$ cat config.mk
export PLATFORM = sky130hd
export DESIGN_NAME = hvpl_front
export DESIGN_NICKNAME = d
export VERILOG_FILES = /design/src/hw/rtl/hvpl_pkg.sv /design/src/hw/rtl/hvpl_front.sv
export SDC_FILE = /design/constraint.sdc
export NUM_CORES = 1
export LEC_CHECK = 0
export BUFFER_PORTS_ARGS = -buffer_cell sky130_fd_sc_hd__buf_2
export CORE_ASPECT_RATIO = 1.25
export CORE_MARGIN = 2
export CORE_UTILIZATION = 55
export CTS_BUF_LIST = sky130_fd_sc_hd__clkbuf_4
export CTS_CLUSTER_DIAMETER = 40
export DETAILED_ROUTE_END_ITERATION = 6
export GPL_ROUTABILITY_DRIVEN = 1
export GPL_TIMING_DRIVEN = 0
export HOLD_SLACK_MARGIN = 0.12
export PLACE_DENSITY = 0.78
export SYNTH_ARGS = -nofsm -noshare
export SYNTH_HDL_FRONTEND = slang
export SYNTH_SLANG_ARGS = --single-unit
$ cat constraint.sdc
create_clock -name clk -period 9 [get_ports clk]
set_input_delay 0.45 -clock clk [delete_from_list [all_inputs] [get_ports clk]]
set_output_delay 0.45 -clock clk [all_outputs]
set_load 0.005 [all_outputs]
$ cat src/hw/rtl/hvpl_pkg.sv
// ----------------------------------------------------------------------------
// hvpl_pkg: shared types, constants and tables for the haversine path length
// Arctangent table, CORDIC gain and fixed-point constants.
// ----------------------------------------------------------------------------
package hvpl_pkg;

    localparam int CordicIterDefault = 24;
    localparam int LengthBitsDefault = 40;
    localparam int OutLenBits        = 40;
    localparam int RadiusBits        = 23;
    localparam logic [RadiusBits-1:0] RadiusReset = 23'd6371000;

    localparam logic signed [63:0] CordicGain = 64'sd652032875;
    localparam logic signed [63:0] OneQ30     = 64'sd1073741824;
    localparam logic [31:0]        Pi1000Q16  = 32'd205887416;

    // degrees*1e7 to binary angle: round(v * 2^22 / BamDivisor), done as a
    // radix-2^11 long division with a reciprocal estimate per digit
    localparam logic [21:0] BamDivisor = 22'd3515625;
    localparam logic [13:0] BamRecip   = 14'd9773;    // floor(2^35 / BamDivisor)
    localparam logic [10:0] BamRoundHi = 11'd858;     // rounding half, upper digit
    localparam logic [10:0] BamRoundLo = 11'd628;     // rounding half, lower digit

    // pair of points handed from the front end to the distance engine
    typedef struct packed {
        logic signed [30:0] lat_a;
        logic signed [31:0] lon_a;
        logic signed [30:0] lat_b;
        logic signed [31:0] lon_b;
        logic               have_prev;
        logic               last;
    } job_t;

    function automatic logic signed [63:0] atan_at(input logic [5:0] i);
        logic signed [63:0] r;
        begin
            case (i)
                6'd0:  r = 64'sd536870912;
                6'd1:  r = 64'sd316933406;
                6'd2:  r = 64'sd167458907;
                6'd3:  r = 64'sd85004756;
                6'd4:  r = 64'sd42667331;
                6'd5:  r = 64'sd21354465;
                6'd6:  r = 64'sd10679838;
                6'd7:  r = 64'sd5340245;
                6'd8:  r = 64'sd2670163;
                6'd9:  r = 64'sd1335087;
                6'd10: r = 64'sd667544;
                6'd11: r = 64'sd333772;
                6'd12: r = 64'sd166886;
                6'd13: r = 64'sd83443;
                6'd14: r = 64'sd41722;
                6'd15: r = 64'sd20861;
                6'd16: r = 64'sd10430;
                6'd17: r = 64'sd5215;
                6'd18: r = 64'sd2608;
                6'd19: r = 64'sd1304;
                6'd20: r = 64'sd652;
                6'd21: r = 64'sd326;
                6'd22: r = 64'sd163;
                6'd23: r = 64'sd81;
                6'd24: r = 64'sd41;
                6'd25: r = 64'sd20;
                6'd26: r = 64'sd10;
                6'd27: r = 64'sd5;
                6'd28: r = 64'sd3;
                6'd29: r = 64'sd1;
                6'd30: r = 64'sd1;
                default: r = 64'sd0;
            endcase
            return r;
        end
    endfunction

endpackage

$ cat src/hw/rtl/hvpl_front.sv
// ----------------------------------------------------------------------------
// hvpl_front: point intake
// Accepts points, pairs each with the previous point of the path and pushes
// a job into a two-entry queue toward the distance engine.
// ----------------------------------------------------------------------------
module hvpl_front
    import hvpl_pkg::*;
(
    input  logic        clk,
    input  logic        rst_n,
    input  logic        s_tvalid,
    output logic        s_tready,
    input  logic [62:0] s_tdata,
    input  logic        s_tlast,
    output logic        job_valid,
    input  logic        job_ready,
    output job_t        job
);

    job_t               q_reg [2];
    logic               rd_reg, wr_reg;
    logic [1:0]         cnt_reg;
    logic signed [30:0] plat_reg;
    logic signed [31:0] plon_reg;
    logic               have_reg;
    job_t               in_job;
    logic               push, pop;

    assign s_tready  = (cnt_reg != 2'd2);
    assign job_valid = (cnt_reg != 2'd0);
    assign job       = q_reg[rd_reg];
    assign push      = s_tvalid && s_tready;
    assign pop       = job_valid && job_ready;

    always_comb
    begin
        in_job.lat_a     = plat_reg;
        in_job.lon_a     = plon_reg;
        in_job.lat_b     = s_tdata[30:0];
        in_job.lon_b     = s_tdata[62:31];
        in_job.have_prev = have_reg;
        in_job.last      = s_tlast;
    end

    always_ff @(posedge clk)
    begin
        if (push)
            q_reg[wr_reg] <= in_job;
    end

    always_ff @(posedge clk or negedge rst_n)
    begin
        if (!rst_n)
        begin
            rd_reg   <= 1'b0;
            wr_reg   <= 1'b0;
            cnt_reg  <= 2'd0;
            plat_reg <= '0;
            plon_reg <= '0;
            have_reg <= 1'b0;
        end
        else
        begin
            if (push)
            begin
                wr_reg <= ~wr_reg;
                if (s_tlast)
                begin
                    plat_reg <= '0;
                    plon_reg <= '0;
                    have_reg <= 1'b0;
                end
                else
                begin
                    plat_reg <= s_tdata[30:0];
                    plon_reg <= s_tdata[62:31];
                    have_reg <= 1'b1;
                end
            end
            if (pop)
                rd_reg <= ~rd_reg;
            cnt_reg <= cnt_reg + {1'b0, push} - {1'b0, pop};
        end
    end

endmodule

==> metrics.txt <==
# TYPE chip_impl_metric gauge
chip_impl_metric{name="hold_violations",unit=""} 0
chip_impl_metric{name="synthesis.nets",unit=""} 691
chip_impl_metric{name="htreeDepth",unit=""} 3
chip_impl_metric{name="pwr-share-seq",unit="%"} 46.3
chip_impl_metric{name="worst_hold_slack",unit="ns"} 0.2648
chip_impl_metric{name="leakage",unit="nW"} 6.274
chip_impl_info{name="critical_path.endpoint_type",value="output pin"} 1
chip_impl_metric{name="fraction_of_power_consumed_by_combinational_cells",unit="%"} 28.3
chip_impl_metric{name="grt_max_degree",unit=""} 61
chip_impl_info{name="cts-root-buf",value="clkbuf_4"} 1
chip_impl_metric{name="die_h",unit="µm"} 171.4
chip_impl_info{name="final_cell_mix",value="256 x edfxtp_1, 211 x buf_2, 165 x mux2_2"} 1
chip_impl_metric{name="wl_per_cell",unit="µm"} 18.72
chip_impl_info{name="worstReg2RegEnd",value="q_reg[0][90]$_DFFE_PP_"} 1
chip_impl_metric{name="tritoncts_num_sinks",unit=""} 324
chip_impl_metric{name="grt_antenna_before_repair",unit=""} 2
chip_impl_metric{name="insertion_delay",unit="ns"} 0.66
chip_impl_metric{name="sequential_cell_area",unit="µm²"} 9389
chip_impl_info{name="commonest_non_fill_non_tap_cell_in_the_layout",value="edfxtp_1"} 1
chip_impl_metric{name="post_syn_instances",unit=""} 621
chip_impl_metric{name="cts.reportedPaths.clkPinSlew",unit="ns"} 0.07
chip_impl_metric{name="globalplace.congestion",unit=""} 0.6976
chip_impl_metric{name="p_sw",unit="mW"} 1.355
chip_impl_metric{name="areaGrowthSynthToFinish",unit="%"} 26.38
chip_impl_info{name="tritoncts_clock_tree",value="yes"} 1
chip_impl_metric{name="power_switching_share",unit="%"} 27.63
chip_impl_metric{name="cp_max_fo",unit=""} 10
chip_impl_info{name="crit-reg2reg-launch",value="cnt_reg[1]$_DFF_PN0_"} 1
chip_impl_metric{name="clk_network_pwr_share",unit="%"} 25.4
chip_impl_metric{name="internal-power",unit="mW"} 3.549
chip_impl_metric{name="count_of_input_and_output_buffers",unit=""} 197
chip_impl_metric{name="post-route-cell-area",unit="µm²"} 15590
chip_impl_metric{name="drtPass1Iterations",unit=""} 5
chip_impl_metric{name="initial_core_utilization",unit="%"} 55.74
chip_impl_metric{name="detailed_router_s_first_iteration_violation_count",unit=""} 287
chip_impl_metric{name="placed_cell_area",unit="µm²"} 13850
chip_impl_metric{name="post_drt_via_cell_ratio",unit=""} 5.138
chip_impl_info{name="grt_setup_unrepaired",value="false"} 1
chip_impl_metric{name="timing.reg2reg.setup_slack",unit="ns"} 6.78
chip_impl_metric{name="hpwlAfterDp",unit="µm"} 14860
chip_impl_metric{name="largest_reg_flops",unit=""} 256
chip_impl_metric{name="final_antenna_net_count",unit=""} 0
chip_impl_metric{name="tritoncts.num_buffers",unit=""} 75
chip_impl_metric{name="post_cts_resize_count",unit=""} 0
chip_impl_metric{name="num-fill-cells",unit=""} 1455
chip_impl_metric{name="count_of_state_elements_after_synthesis",unit=""} 324
chip_impl_metric{name="syn_avg_cell_area",unit="µm²"} 19.87
chip_impl_metric{name="drt-total-wl",unit="µm"} 24640
chip_impl_metric{name="layout_worst_path_cycle_share",unit="%"} 29.47
chip_impl_metric{name="synth.yosys.seq_area_share",unit="%"} 76.11
chip_impl_metric{name="fp.coreArea",unit="µm²"} 22130
chip_impl_metric{name="timing.slew.headroom",unit="%"} 61.83
chip_impl_metric{name="post_route_cells_drive_above_1_share",unit="%"} 53.73
chip_impl_metric{name="setup_viol_count_final",unit=""} 0
chip_impl_metric{name="yosys_warnings",unit=""} 0
chip_impl_info{name="start_kind",value="flip-flop"} 1
chip_impl_metric{name="global_route_wire_length_before_repair",unit="µm"} 37030
chip_impl_info{name="ys_top_cells_by_area",value="edfxtp_1 62%, mux2_2 15%, dfrtp_1 14%"} 1
chip_impl_metric{name="grt_pass1_vias",unit=""} 7096
chip_impl_metric{name="reg2reg_path_depth",unit=""} 7
chip_impl_metric{name="synth_top_cell_area_share",unit="%"} 62.31
chip_impl_metric{name="syn_area",unit="µm²"} 12340
chip_impl_metric{name="floorplan.io_pins",unit=""} 198
chip_impl_metric{name="row_count",unit=""} 61
chip_impl_metric{name="grt.overflow.total",unit=""} 0
chip_impl_info{name="critical_path_class",value="flip-flop to output pin"} 1
chip_impl_metric{name="yosys.cell_types.count",unit=""} 21
chip_impl_metric{name="p_per_area",unit="nW/µm²"} 314.5
chip_impl_metric{name="die_width",unit="µm"} 138.0
chip_impl_metric{name="drv.max_cap_violation_count",unit=""} 0
chip_impl_metric{name="groute.usage.overall",unit="%"} 21.10
chip_impl_info{name="synth_largest_area_cell",value="edfxtp_1"} 1
chip_impl_metric{name="final-max-slew-violation-count",unit=""} 0
chip_impl_metric{name="cts_buffer_depth",unit=""} 3
chip_impl_metric{name="final_routed_drc_violation_total",unit=""} 0
chip_impl_info{name="worst_hold_path_type",value="input port to asynchronous set/reset pin"} 1
chip_impl_metric{name="area_of_combinational_cells_with_multiple_inputs",unit="µm²"} 2773
chip_impl_metric{name="timing.clock.skew",unit="ns"} 0.02907
chip_impl_metric{name="max_freq",unit="MHz"} 377.1
chip_impl_metric{name="critical_path_arrival",unit="ns"} 2.20
chip_impl_metric{name="fp.dieArea",unit="µm²"} 23650
chip_impl_metric{name="design.final.nets",unit=""} 1038
chip_impl_metric{name="layout_min_cycle_time",unit="ns"} 2.652
chip_impl_metric{name="dr_vias",unit=""} 6762
chip_impl_metric{name="max-vdd-ir-drop",unit="V"} 0.0001751
chip_impl_info{name="run_status",value="completed"} 1
chip_impl_metric{name="tightest_slew",unit="ns"} 0.5726
chip_impl_metric{name="data_required_time_at_the_worst_endpoint",unit="ns"} 8.55
-- power by group through the flow --
stage	registers, mW	clock network, mW	logic [mW]
2_1_floorplan	2.30	0	0.821
3_3_place_gp	2.35	0	1.31
3_5_place_dp	2.30	0	1.38
4_1_cts	2.27	1.28	1.41
5_1_grt	2.31	1.35	1.51
6_report	2.27	1.25	1.39
-- through the flow --
stage | cells | TNS (ns) | setup WS [ns] | total power, mW | util, %
2_1_floorplan | 621 | 0 | 2.192 | 3.121 | -
3_3_place_gp | 1101 | -140.38 | -1.104 | 3.659 | 61.79
3_5_place_dp | 1108 | 0 | 6.772 | 3.681 | 62.59
4_1_cts | 1314 | 0 | 6.273 | 4.966 | 70.42
5_1_grt | 1315 | 0 | 6.218 | 5.163 | 70.43
6_report | 1316 | 0 | 6.348 | 4.903 | 70.44
-- metal layers --
metal	wire, µm	up-vias	GRT usage, %	share of wire [%]
met4	776	0	10.34	3.1
met1	9422	3409	23.98	38
met3	1255	55	5.393	5.1
met5	0	-	0	0
met2	13180	210	36.83	54
li1	-	3088	-	-
-- final cells by class --
class / instances / area share (%)
Inverter: 2 / 0.04815
Multi-Input combinational cell: 267 / 17.78
Buffer: 28 / 1.156
Tap cell: 283 / 2.271
Antenna cell: 2 / 0.03210
Clock buffer: 123 / 5.922
Sequential cell: 324 / 60.22
Clock inverter: 17 / 0.9470
Timing Repair Buffer: 270 / 11.62
-- worst max-delay path, cell delays in order, from the launching register on --
cell and delay [ns]:
dfrtp_1 0.36, buf_2 0.29, buf_2 0.35, mux2_2 0.38, buf_2 0.14
-- worst max-delay path by stage --
stage	cells past startpoint	slack, ns	startpoint	to
final	4	6.35	rd_reg$_DFFE_PN0P_	job[53]
after global routing	4	6.22	rd_reg$_DFFE_PN0P_	job[95]
after CTS	4	6.27	rd_reg$_DFFE_PN0P_	job[95]
after detailed placement	7	6.77	s_tvalid	q_reg[0][25]$_DFFE_PP_
after global placement	5	-1.10	s_tvalid	q_reg[0][25]$_DFFE_PP_
after floorplan	5	2.19	cnt_reg[1]$_DFF_PN0_	q_reg[0][0]$_DFFE_PP_
-- cell usage after synthesis --
master	n
and2_1	1
and3_1	1
buf_2	15
buf_4	4
buf_6	1
buf_8	3
clkbuf_1	5
dfrtp_1	68
edfxtp_1	256
ha_1	2
inv_1	2
mux2_2	165
mux2_4	26
mux2i_1	1
nand2_4	1
nand2b_4	1
nor2_1	1
nor2b_1	63
or2_2	1
xnor2_1	3
xor2_1	1
-- repair_timing --
item | CTS | global route
hold endpoints to repair | 197 | 0
hold buffers | 66 | 0
endpoints found under the setup margin | 0 | 0
buffers inserted | 0 | 0
-- kinds of logic (layout without fill, tap and decap cells) --
group | count (synthesis) | in the layout | share of synthesized area [%]
flip-flops | 324 | 324 | 76.11
XOR/XNOR | 4 | 4 | 0.2840
other | 0 | 2 | 0
AND/OR/NAND/NOR | 69 | 69 | 3.580
multiplexers | 192 | 192 | 18.31
buffers and inverters | 30 | 440 | 1.521
adder cells (fa/ha/maj) | 2 | 2 | 0.2028
No activity file was read; power rests on OpenSTA's default activity.
